## config.mk

```make
export PLATFORM = sky130hd
export DESIGN_NAME = mmt_ctrl
export DESIGN_NICKNAME = d
export VERILOG_FILES = /design/src/mmt_pkg.sv /design/src/mmt_ctrl.sv
export SDC_FILE = /design/constraint.sdc
export NUM_CORES = 1
export LEC_CHECK = 0
export BUFFER_PORTS_ARGS = -buffer_cell sky130_fd_sc_hd__buf_4
export CORE_MARGIN = 5
export CORE_UTILIZATION = 53
export CTS_BUF_LIST = sky130_fd_sc_hd__clkbuf_16
export DETAILED_ROUTE_END_ITERATION = 10
export PLACE_DENSITY = 0.82
export SKIP_CTS_REPAIR_TIMING = 1
export SLEW_MARGIN = 40
export SYNTH_ARGS = -nofsm -noshare
export SYNTH_HDL_FRONTEND = slang
export SYNTH_SLANG_ARGS = --single-unit
export TNS_END_PERCENT = 100
```

## constraint.sdc

```tcl
create_clock -name clk -period 2.56 [get_ports clk]
set_input_delay 0.512 -clock clk [delete_from_list [all_inputs] [get_ports clk]]
set_output_delay 0.512 -clock clk [all_outputs]
set_load 0.02 [all_outputs]
```

## src/mmt_pkg.sv

```systemverilog
// mmt_pkg: shared types and constants for the multiset mex tracker
// used by mmt_ctrl, mmt_datapath and the top level; depends on nothing
package mmt_pkg;

  // fixed field widths of the item and result ports, the counts and the bitmap rows
  localparam int POS_W   = 10;
  localparam int VAL_W   = 30;
  localparam int MEX_W   = 11;
  localparam int CNT_W   = 11;
  localparam int ROW_LG  = 5;
  localparam int ROW_W   = 32;

  typedef logic [POS_W-1:0]  pos_t;
  typedef logic [VAL_W-1:0]  val_in_t;
  typedef logic [MEX_W-1:0]  mex_t;
  typedef logic [CNT_W-1:0]  count_t;
  typedef logic [ROW_W-1:0]  row_t;
  typedef logic [ROW_LG-1:0] bit_idx_t;

  localparam count_t CNT_MAX = '1;

  // item kinds
  localparam logic KIND_LOAD   = 1'b0;
  localparam logic KIND_UPDATE = 1'b1;

  // commands from controller to datapath
  typedef struct packed {
    logic latch;
    logic clr_step;
    logic stored_rd;
    logic stored_wr;
    logic sel_new;
    logic dec;
    logic cnt_rd;
    logic cnt_wr;
    logic sum_wr;
    logic scan_rd;
    logic scan_next;
    logic row_rd;
    logic finish_full;
    logic finish_row;
  } dp_cmd_t;

  // status from datapath to controller
  typedef struct packed {
    logic clr_last;
    logic is_update;
    logic pos_ok;
    logic old_in_range;
    logic new_in_range;
    logic sum_has_zero;
    logic zero_beyond;
    logic scan_last;
  } dp_status_t;

endpackage

```

## src/mmt_ctrl.sv

```systemverilog
// mmt_ctrl: sequencing state machine for the multiset mex tracker
// depends on mmt_pkg for the command and status structs
module mmt_ctrl (
  input  logic                clk,
  input  logic                rst,
  input  logic                start,
  input  mmt_pkg::dp_status_t status,
  output logic                busy,
  output mmt_pkg::dp_cmd_t    cmd
);

  typedef enum logic [11:0] {
    ST_CLEAR    = 12'b0000_0000_0001,
    ST_IDLE     = 12'b0000_0000_0010,
    ST_FETCH    = 12'b0000_0000_0100,
    ST_DEC_RD   = 12'b0000_0000_1000,
    ST_DEC_WR   = 12'b0000_0001_0000,
    ST_DEC_SUM  = 12'b0000_0010_0000,
    ST_INC_RD   = 12'b0000_0100_0000,
    ST_INC_WR   = 12'b0000_1000_0000,
    ST_INC_SUM  = 12'b0001_0000_0000,
    ST_SCAN_RD  = 12'b0010_0000_0000,
    ST_SCAN_CHK = 12'b0100_0000_0000,
    ST_ROW_CHK  = 12'b1000_0000_0000
  } state_t;

  state_t state;
  state_t state_next;

  // state register
  always_ff @(posedge clk) begin
    if (rst) begin
      state <= ST_CLEAR;
    end else begin
      state <= state_next;
    end
  end

  assign busy = (state != ST_IDLE);

  // next state and commands
  always_comb begin
    state_next = state;
    cmd        = '0;
    unique case (state)
      ST_CLEAR: begin
        cmd.clr_step = 1'b1;
        if (status.clr_last) begin
          state_next = ST_IDLE;
        end
      end
      ST_IDLE: begin
        if (start) begin
          cmd.latch  = 1'b1;
          state_next = ST_FETCH;
        end
      end
      ST_FETCH: begin
        priority if (status.pos_ok && status.is_update) begin
          cmd.stored_rd = 1'b1;
          state_next    = ST_DEC_RD;
        end else if (status.pos_ok) begin
          cmd.stored_wr = 1'b1;
          state_next    = ST_INC_RD;
        end else if (status.is_update) begin
          state_next = ST_SCAN_RD;
        end else begin
          state_next = ST_IDLE;
        end
      end
      // remove the old value
      ST_DEC_RD: begin
        cmd.stored_wr = 1'b1;
        if (status.old_in_range) begin
          cmd.cnt_rd = 1'b1;
          state_next = ST_DEC_WR;
        end else begin
          state_next = ST_INC_RD;
        end
      end
      ST_DEC_WR: begin
        cmd.dec    = 1'b1;
        cmd.cnt_wr = 1'b1;
        state_next = ST_DEC_SUM;
      end
      ST_DEC_SUM: begin
        cmd.sum_wr = 1'b1;
        state_next = ST_INC_RD;
      end
      // add the new value
      ST_INC_RD: begin
        cmd.sel_new = 1'b1;
        priority if (status.new_in_range) begin
          cmd.cnt_rd = 1'b1;
          state_next = ST_INC_WR;
        end else if (status.is_update) begin
          state_next = ST_SCAN_RD;
        end else begin
          state_next = ST_IDLE;
        end
      end
      ST_INC_WR: begin
        cmd.sel_new = 1'b1;
        cmd.cnt_wr  = 1'b1;
        state_next  = ST_INC_SUM;
      end
      ST_INC_SUM: begin
        cmd.sel_new = 1'b1;
        cmd.sum_wr  = 1'b1;
        state_next  = status.is_update ? ST_SCAN_RD : ST_IDLE;
      end
      // search summary words for a row that is not full
      ST_SCAN_RD: begin
        cmd.scan_rd = 1'b1;
        state_next  = ST_SCAN_CHK;
      end
      ST_SCAN_CHK: begin
        priority if (status.sum_has_zero && status.zero_beyond) begin
          cmd.finish_full = 1'b1;
          state_next      = ST_IDLE;
        end else if (status.sum_has_zero) begin
          cmd.row_rd = 1'b1;
          state_next = ST_ROW_CHK;
        end else if (status.scan_last) begin
          cmd.finish_full = 1'b1;
          state_next      = ST_IDLE;
        end else begin
          cmd.scan_next = 1'b1;
          state_next    = ST_SCAN_RD;
        end
      end
      ST_ROW_CHK: begin
        cmd.finish_row = 1'b1;
        state_next     = ST_IDLE;
      end
      default: begin
        state_next = ST_CLEAR;
      end
    endcase
  end

endmodule

```

==> results of run 1 <==
==> cell families after synthesis <==
logic type	after synthesis	synth area share
buf+inv	9	0.0505
xor+xnor	5	0.0520
simple gates	61	0.484
flops	12	0.285
compound gates	11	0.116
mux	1	0.0119
==> layout make-up <==
type                    instances  area [um^2]  area share
clock buffers                   3         75.1      0.0680
flip-flops and latches         12          240       0.217
inverters                       6         22.5      0.0204
multi-input cells              78          559       0.506
well taps                      16         20.0      0.0181
repair buffers                 25          188       0.170
==> worst max-delay path, stage by stage (launching register included) <==
cell and delay [ns]:
dfxtp_1 0.37, nor4_4 0.46, nand2_1 0.20, nor3_2 0.22, and3b_2 0.23, buf_4 0.14
==> layer usage <==
layer  global-route usage  vias up  share of wire
met2                0.299       27           0.47
met5                    0        -              0
li1                     -      415              -
met3               0.0723        6          0.066
met1                0.203      371           0.44
met4               0.0961        0          0.025
==> path summary, 6_finish.rpt <==
check	from	endpoint	slack [ns]	depth (start not counted)
setup / recovery	state[11]$_SDFFE_PP0P_	cmd[8]	0.20	5
hold / removal	status[4]	state[4]$_SDFFE_PP0P_	0.53	3
setup reg to reg	state[4]$_SDFFE_PP0P_	state[1]$_SDFFE_PP0P_	0.62	5
hold reg to reg	state[6]$_SDFFE_PP0P_	state[7]$_SDFFE_PP0P_	0.62	2
==> stage by stage <==
step,power (mW),instances,area [um^2],worst slack (ns)
global placement,0.399,137,1030,0.425
finish,0.679,140,1100,0.196
global route,0.718,140,1100,0.0146
detailed placement,0.403,137,1030,0.432
floorplan,0.346,99,842,0.429
CTS,0.683,140,1100,0.194
==> power groups by stage <==
stage / combinational (mW) / clock (mW) / sequential [mW]
2_1_floorplan: 0.124 / 0 / 0.222
3_3_place_gp: 0.174 / 0 / 0.225
3_5_place_dp: 0.177 / 0 / 0.226
4_1_cts: 0.179 / 0.281 / 0.222
5_1_grt: 0.202 / 0.291 / 0.225
6_report: 0.180 / 0.276 / 0.224
==> placed cells by master (no fill, tap or decap), types with 3 or more instances in the layout <==
| cell type | n |
|---|---|
| buf_4 | 25 |
| dfxtp_1 | 12 |
| nor2_1 | 11 |
| nor2b_1 | 7 |
| inv_1 | 6 |
| nand2_1 | 6 |
| nor3_1 | 6 |
| nand4_1 | 5 |
| nand2b_1 | 4 |
| nor4_4 | 3 |
| nor3b_1 | 3 |
| nand3b_1 | 3 |
| xor2_1 | 3 |
| clkbuf_16 | 3 |
==> impl_metrics.csv, run 1 <==
group,metric,value,unit
sta,max_slew.worst_pin.slew,0.559,ns
yosys,syn-mean-instance-area,8.51,um^2
floorplanning,start_util,0.559,
power_and_ir_drop,power_per_cell_area,615,mW/mm^2
sta,layout_min_cycle_time,2.36,ns
final_layout,utilization,0.733,
yosys,fraction_of_the_yosys_area_taken_by_sequential_cells,0.285,
floorplanning,ios,26,
sta,slew_headroom,0.617,
global_route,globalRoute.totalOverflow,0,
setup_path,critPathKind,"register to primary output",
sta,fin_setup_tns,0,ns
clocking,clock_insertion_delay_worst_skew,0.24,ns
power_and_ir_drop,p_clk_frac,0.406,
yosys,synth.cell_area,842,um^2
clocking,cts_tree,"yes",
sta,timing_max_transition_violations_final,0,
yosys,synth_enable_flop_cells,0,
floorplanning,die_area,0.00249,mm^2
final_layout,layout_cell_share_with_drive_strength_beyond_1,0.290,
global_route,grt_antenna_before_repair,0,
clocking,htree_num_levels,1,
sta,worst_slack_on_hold_paths,0.526,ns
yosys,synth_top_area_share,0.285,
clocking,clock_sink_count,12,
power_and_ir_drop,power_report.internal_total,0.483,mW
power_and_ir_drop,pwr-share-comb,0.264,
sta,layout_worst_path_cycle_share,0.923,
placed_design,gpl.final_weighted_congestion,0.840,
routing,dr_total_vias,819,
floorplanning,fp-row-count,14,
routing,final_antenna_net_count,0,
sta,grt_setup_unrepaired,"no",
yosys,asyncSetResetFlopFracSynth,0,
min_path,holdCritPathClass,"input port to register",
final_layout,biggest_register,"state",
yosys,post-synth-top-count-cell,"dfxtp_1",
routing,via_per_inst,5.85,
placed_design,hpwl,1620,um
routing,drt-pass1-iter-count,4,
clocking,clock_tree.root_cell,"clkbuf_16",
power_and_ir_drop,seq_power_share,0.329,
final_layout,nFillCells,112,
placed_design,port-buffer-count,25,
power_and_ir_drop,netSwitchingPower,0.197,mW
global_route,grt_pass1_vias,799,
job,cap_viol_max_count,0,
final_layout,area.growth.synth_to_final,31.2,%
floorplanning,die_width,49.9,um
power_and_ir_drop,power.share.switching,0.289,
clocking,cts_buffers,3,
routing,drc_errors,0,
yosys,leading_post_synthesis_cells_by_instance_count,"12 x dfxtp_1, 11 x nor2_1, 7 x nor2b_1",
sta,fmaxAchievable,423,MHz
floorplanning,design.core.area,0.00151,mm^2
setup_path,timing.critical_path.to_type,"primary output",
yosys,number_of_synthesis_warnings,0,
clocking,clk_path_buf_depth,2,
setup_path,worst-endpoint-required,2.05,ns
power_and_ir_drop,total_leakage_power,0.507,nW
global_route,grt_max_degree,13,
sta,skew,0.000742,ns
sta,setup-violations-final,0,
setup_path,cp_data_arrival_time,1.85,ns
routing,wirelength,2090,um
sta,hold_violations,0,
global_route,global_route_wire_length_before_repair,3520,um
yosys,syn_inst,99,
final_layout,biggestRegsByFlops,"state: 12 flops",
routing,drt-wirelength-per-cell,14.9,um
yosys,synth_area_leaders,"dfxtp_1 29%, nor4_4 7.6%, nor2b_1 5.2%",
yosys,postSynthNetCount,110,
yosys,synth_area_leader_cell,"dfxtp_1",
global_route,gr-usage-all-layers,0.184,
yosys,synth_seq_cells,12,
yosys,synth_top_flop_cell,"dfxtp_1",
routing,first_iter_violations,9,
final_layout,num-nets-final,137,
yosys,yosys.cell_types.count,38,
floorplanning,die_boundary_height,49.9,um
final_layout,antennaDiodeCount,0,
final_layout,largest_reg_flops,12,
power_and_ir_drop,peakVddDrop,0.000497,V
run_status,outcome,"completed",
setup_path,critical_path_fanout_max,7,
setup_path,start_kind,"register",
clocking,worst_setup_hold_path_clk_slew,0.04,ns
No activity file was read; power rests on OpenSTA's default activity.
==> inputs of run 2 (changes only) <==
--- a/config.mk
+++ b/config.mk
@@ -5,12 +5,12 @@
 export SDC_FILE = /design/constraint.sdc
 export NUM_CORES = 1
 export LEC_CHECK = 0
-export BUFFER_PORTS_ARGS = -buffer_cell sky130_fd_sc_hd__buf_4
-export CORE_MARGIN = 5
-export CORE_UTILIZATION = 53
+export CORE_AREA = 5 5 42 44
 export CTS_BUF_LIST = sky130_fd_sc_hd__clkbuf_16
 export DETAILED_ROUTE_END_ITERATION = 10
-export PLACE_DENSITY = 0.82
+export DIE_AREA = 0 0 47 49
+export DONT_BUFFER_PORTS = 1
+export PLACE_DENSITY = 0.79
 export SKIP_CTS_REPAIR_TIMING = 1
 export SLEW_MARGIN = 40
 export SYNTH_ARGS = -nofsm -noshare
==> impl_metrics.csv, run 2 (synthesized netlist as in run 1, its figures left out) <==
group,metric,value,unit
run_status,outcome,"completed",
min_path,holdCritPathClass,"input port to register",
final_layout,area.sequential,240,um^2
setup_path,start_kind,"register",
sta,fmaxAchievable,413,MHz
floorplanning,die_area,0.00230,mm^2
floorplanning,fp-row-count,14,
power_and_ir_drop,seq_power_share,0.343,
routing,via_per_inst,6.57,
clocking,htree_num_levels,1,
power_and_ir_drop,power.share.switching,0.297,
sta,layout_min_cycle_time,2.42,ns
setup_path,timing.critical_path.to_type,"primary output",
power_and_ir_drop,total_leakage_power,0.410,nW
clocking,cts_buffers,3,
global_route,grt_max_degree,13,
floorplanning,die_width,47,um
setup_path,crit_slowest_cell,"nor4_4",
sta,layout_worst_path_cycle_share,0.945,
placed_design,port-buffer-count,0,
placed_design,pre_cts_ws,0.396,ns
power_and_ir_drop,netSwitchingPower,0.194,mW
sta,skew,0.00204,ns
sta,setup-violations-final,0,
clocking,worst_setup_hold_path_clk_slew,0.04,ns
power_and_ir_drop,peakVddDrop,0.000558,V
final_layout,antennaDiodeCount,0,
final_layout,layout.cells.most_common_list,"12 x dfxtp_1, 10 x nor2_1, 7 x nor2b_1",
power_and_ir_drop,power_per_cell_area,674,mW/mm^2
floorplanning,design.core.area,0.00140,mm^2
sta,grt_setup_unrepaired,"no",
final_layout,biggestRegsByFlops,"state: 12 flops",
final_layout,area.growth.synth_to_final,15.2,%
final_layout,multi_input_comb_area,567,um^2
clocking,clock_insertion_delay_worst_skew,0.24,ns
final_layout,biggest_register,"state",
sta,max_slew.worst_pin.slew,0.491,ns
clocking,cts_tree,"yes",
placed_design,hpwl,1500,um
final_layout,nFillCells,117,
routing,wirelength,2130,um
routing,drt-pass1-iter-count,4,
final_layout,final_common_cell,"dfxtp_1",
global_route,grt_pass1_vias,784,
setup_path,critPathKind,"register to primary output",
final_layout,utilization,0.692,
routing,first_iter_violations,9,
floorplanning,start_util,0.601,
job,cap_viol_max_count,0,
routing,final_antenna_net_count,0,
clocking,clk_path_buf_depth,2,
setup_path,cp_data_arrival_time,1.91,ns
routing,dr_total_vias,795,
setup_path,critPathMaxStageDelay,0.49,ns
power_and_ir_drop,power_report.internal_total,0.460,mW
final_layout,largest_reg_flops,12,
clocking,clock_sink_count,12,
setup_path,worst_path_most_repeated_cell,"nand2_1",
power_and_ir_drop,pwr-share-comb,0.229,
placed_design,gpl.final_weighted_congestion,0.859,
power_and_ir_drop,p_clk_frac,0.428,
clocking,clock_tree.root_cell,"clkbuf_16",
global_route,gr-usage-all-layers,0.203,
sta,final.setup.worst_slack,0.140,ns
routing,drc_errors,0,
global_route,grt_antenna_before_repair,0,
global_route,globalRoute.totalOverflow,0,
sta,hold_violations,0,
setup_path,worst-endpoint-required,2.05,ns
sta,timing_max_transition_violations_final,0,
global_route,global_route_wire_length_before_repair,3440,um
setup_path,cell_by_cell_listing_of_the_critical_path,"nor4_4 -> nand2_1 -> nor3_2 -> nand3b_1 -> nand2_1",
routing,drt-wirelength-per-cell,17.6,um
floorplanning,die_boundary_height,49,um
sta,fin_setup_tns,0,ns
final_layout,layout_cell_share_with_drive_strength_beyond_1,0.181,
floorplanning,ios,26,
setup_path,critical_path_fanout_max,7,
final_layout,num-nets-final,118,
sta,slew_headroom,0.664,
run 2: cell count changes in the layout (fill, tap and decap cells not counted):
cell / previous run / this run
buf_4: 25 / 6
nor2_2: 0 / 1
nor3b_1: 3 / 2
nor2_1: 11 / 10
nor3b_2: 0 / 1
run 2: through the flow:
| step | hold slack [ns] | std cells | total power, mW | instance area [um^2] |
|---|---|---|---|---|
| 2_1_floorplan | 0.555 | 99 | 0.346 | 842 |
| 3_3_place_gp | 0.584 | 116 | 0.368 | 872 |
| 3_5_place_dp | 0.587 | 116 | 0.370 | 872 |
| 4_1_cts | 0.339 | 119 | 0.651 | 947 |
| 5_1_grt | 0.337 | 121 | 0.690 | 970 |
| 6_report | 0.340 | 121 | 0.654 | 970 |
run 2: metal layers:
metal / up-vias / GRT usage / wire, um
met3: 4 / 0.0812 / 181
met5: - / 0 / 0
li1: 377 / - / -
met4: 0 / 0.0783 / 43
met1: 376 / 0.241 / 848
met2: 38 / 0.317 / 1050
run 2: cell type report:
| type | instances | area share |
|---|---|---|
| Timing Repair Buffer | 6 | 0.0465 |
| Multi-Input combinational cell | 78 | 0.585 |
| Clock buffer | 3 | 0.0774 |
| Inverter | 6 | 0.0232 |
| Tap cell | 16 | 0.0206 |
| Sequential cell | 12 | 0.248 |
run 2: final timing paths:
path | startpoint | endpoint | slack (ns) | cells after the start
max | state[11]$_SDFFE_PP0P_ | cmd[5] | 0.14 | 5
min | rst | state[11]$_SDFFE_PP0P_ | 0.34 | 1
max reg2reg | state[7]$_SDFFE_PP0P_ | state[1]$_SDFFE_PP0P_ | 0.31 | 6
min reg2reg | state[6]$_SDFFE_PP0P_ | state[7]$_SDFFE_PP0P_ | 0.62 | 2
run 2: worst max-delay path, delay by kind of cell, from the launching register on:
family | cells | cell delay (ns)
flip-flops | 1 | 0.37
AND/OR/NAND/NOR | 5 | 1.29
run 2: power groups by stage:
| stage | Clock, mW | Combinational [mW] | Sequential [mW] |
|---|---|---|---|
| 6_report | 0.280 | 0.150 | 0.224 |
| 5_1_grt | 0.294 | 0.168 | 0.228 |
| 4_1_cts | 0.281 | 0.147 | 0.222 |
| 3_5_place_dp | 0 | 0.144 | 0.225 |
| 3_3_place_gp | 0 | 0.143 | 0.225 |
| 2_1_floorplan | 0 | 0.124 | 0.222 |
==> inputs of run 3 (changes only) <==
--- a/config.mk
+++ b/config.mk
@@ -10,6 +10,7 @@
 export DETAILED_ROUTE_END_ITERATION = 10
 export DIE_AREA = 0 0 47 49
 export DONT_BUFFER_PORTS = 1
+export MAX_ROUTING_LAYER = met4
 export PLACE_DENSITY = 0.79
 export SKIP_CTS_REPAIR_TIMING = 1
 export SLEW_MARGIN = 40
==> impl_metrics.csv, run 3 (synthesized netlist as in run 1, its figures left out) <==
group,metric,value,unit
final_layout,layout.cells.most_common_list,"12 x dfxtp_1, 10 x nor2_1, 7 x nor2b_1",
placed_design,pre_cts_ws,0.396,ns
final_layout,layout_cell_share_with_drive_strength_beyond_1,0.181,
sta,setup-violations-final,0,
setup_path,cp_data_arrival_time,1.92,ns
global_route,grt_antenna_before_repair,0,
min_path,worstHoldEndpoint,"state[11]$_SDFFE_PP0P_",
global_route,grt_pass1_vias,787,
global_route,global_route_wire_length_before_repair,3440,um
placed_design,dpl_cell_area,872,um^2
floorplanning,die_area,0.00230,mm^2
sta,fin_setup_tns,0,ns
setup_path,critical_path_fanout_max,7,
setup_path,start_kind,"register",
sta,grt_setup_unrepaired,"no",
final_layout,multi_input_comb_area,567,um^2
power_and_ir_drop,peakVddDrop,0.000557,V
clocking,cts_tree,"yes",
clocking,worst_setup_hold_path_clk_slew,0.04,ns
routing,dr_total_vias,800,
final_layout,biggestRegsByFlops,"state: 12 flops",
sta,fmaxAchievable,411,MHz
sta,max_slew.worst_pin.slew,0.491,ns
power_and_ir_drop,total_leakage_power,0.410,nW
placed_design,hpwl,1500,um
min_path,hold_start,"rst",
routing,first_iter_violations,11,
sta,hold_violations,0,
routing,via_per_inst,6.61,
final_layout,largest_reg_flops,12,
final_layout,num-nets-final,118,
final_layout,nFillCells,117,
global_route,globalRoute.totalOverflow,0,
placed_design,port-buffer-count,0,
floorplanning,fp-row-count,14,
routing,wirelength,2150,um
final_layout,area.growth.synth_to_final,15.2,%
setup_path,worst-endpoint-required,2.05,ns
routing,highest_layer,"met4",
clocking,clock_tree.root_cell,"clkbuf_16",
run_status,outcome,"completed",
setup_path,worst_r2r_startpoint,"state[7]$_SDFFE_PP0P_",
global_route,grt_max_degree,13,
floorplanning,die_boundary_height,49,um
final_layout,area.sequential,240,um^2
sta,layout_worst_path_cycle_share,0.949,
final_layout,biggest_register,"state",
final_layout,antennaDiodeCount,0,
power_and_ir_drop,power_per_cell_area,676,mW/mm^2
routing,drt-wirelength-per-cell,17.7,um
floorplanning,ios,26,
routing,drc_errors,0,
min_path,holdCritPathClass,"input port to register",
routing,wl_met1,837,um
global_route,gr-usage-all-layers,0.208,
clocking,clock_sink_count,12,
sta,timing_max_transition_violations_final,0,
sta,layout_min_cycle_time,2.43,ns
routing,drt-pass1-iter-count,4,
final_layout,layout.cell_area.non_filler,970,um^2
setup_path,critPathKind,"register to primary output",
floorplanning,start_util,0.601,
routing,final_antenna_net_count,0,
setup_path,worst_reg2reg_endpoint,"state[1]$_SDFFE_PP0P_",
setup_path,worst_setup_slack_for_register_to_register_paths,0.31,ns
final_layout,utilization,0.692,
setup_path,r2r_cells,6,
sta,slew_headroom,0.664,
setup_path,timing.critical_path.to_type,"primary output",
clocking,clk_path_buf_depth,2,
sta,final.setup.worst_slack,0.130,ns
clocking,htree_num_levels,1,
clocking,cts_buffers,3,
routing,met2RoutedLength,1050,um
job,cap_viol_max_count,0,
clocking,clock_insertion_delay_worst_skew,0.24,ns
routing,total_met3_wirelength_after_detailed_routing,198,um
floorplanning,die_width,47,um
min_path,worst_hold_path_cells,1,
placed_design,gpl.final_weighted_congestion,0.873,
floorplanning,design.core.area,0.00140,mm^2
sta,skew,0.000921,ns
final_layout,final_common_cell,"dfxtp_1",
==> run 3: through the flow <==
stage               hold slack [ns]  cells  total power, mW
CTS                           0.339    119            0.651
finish                        0.339    121            0.655
global route                  0.337    121            0.691
detailed placement            0.587    116            0.370
global placement              0.584    116            0.368
floorplan                     0.555     99            0.346
==> run 3: power breakdown <==
group          internal (mW)  leakage, nW  total [mW]  switching [mW]
clock network          0.203       0.0370       0.281          0.0781
registers              0.199       0.0971       0.225          0.0257
logic                 0.0580        0.276       0.150          0.0916
==> run 3: worst max-delay path by stage <==
stage                            from               endpoint  slack (ns)  cells after the start
6_report       state[11]$_SDFFE_PP0P_                 cmd[5]        0.13                      5
5_1_grt        state[11]$_SDFFE_PP0P_                 cmd[5]        0.04                      5
4_1_cts         state[4]$_SDFFE_PP0P_                cmd[13]        0.10                      5
3_5_place_dp    state[4]$_SDFFE_PP0P_  state[1]$_SDFFE_PP0P_        0.40                      5
3_3_place_gp    state[4]$_SDFFE_PP0P_                cmd[13]        0.48                      5
2_1_floorplan   state[1]$_SDFFE_PP0P_                 cmd[6]        0.43                      3
==> run 3: worst max-delay path, cell delays in order (launching register included) <==
cell and delay (ns):
dfxtp_1 0.37, nor4_4 0.49, nand2_1 0.24, nor3_2 0.22, nand3b_1 0.14, nand2_1 0.21
==> run 3: layout make-up <==
cell class,instances,area share
clock buffer,3,0.0774
inverter,6,0.0232
multi-input combinational,78,0.585
sequential,12,0.248
tap,16,0.0206
timing repair buffer,6,0.0465
==> run 3: routing by layer <==
layer / vias up / GRT usage
li1: 378 / -
met1: 379 / 0.241
met2: 37 / 0.317
met3: 6 / 0.0812
met4: 0 / 0.0783
met5: - / -
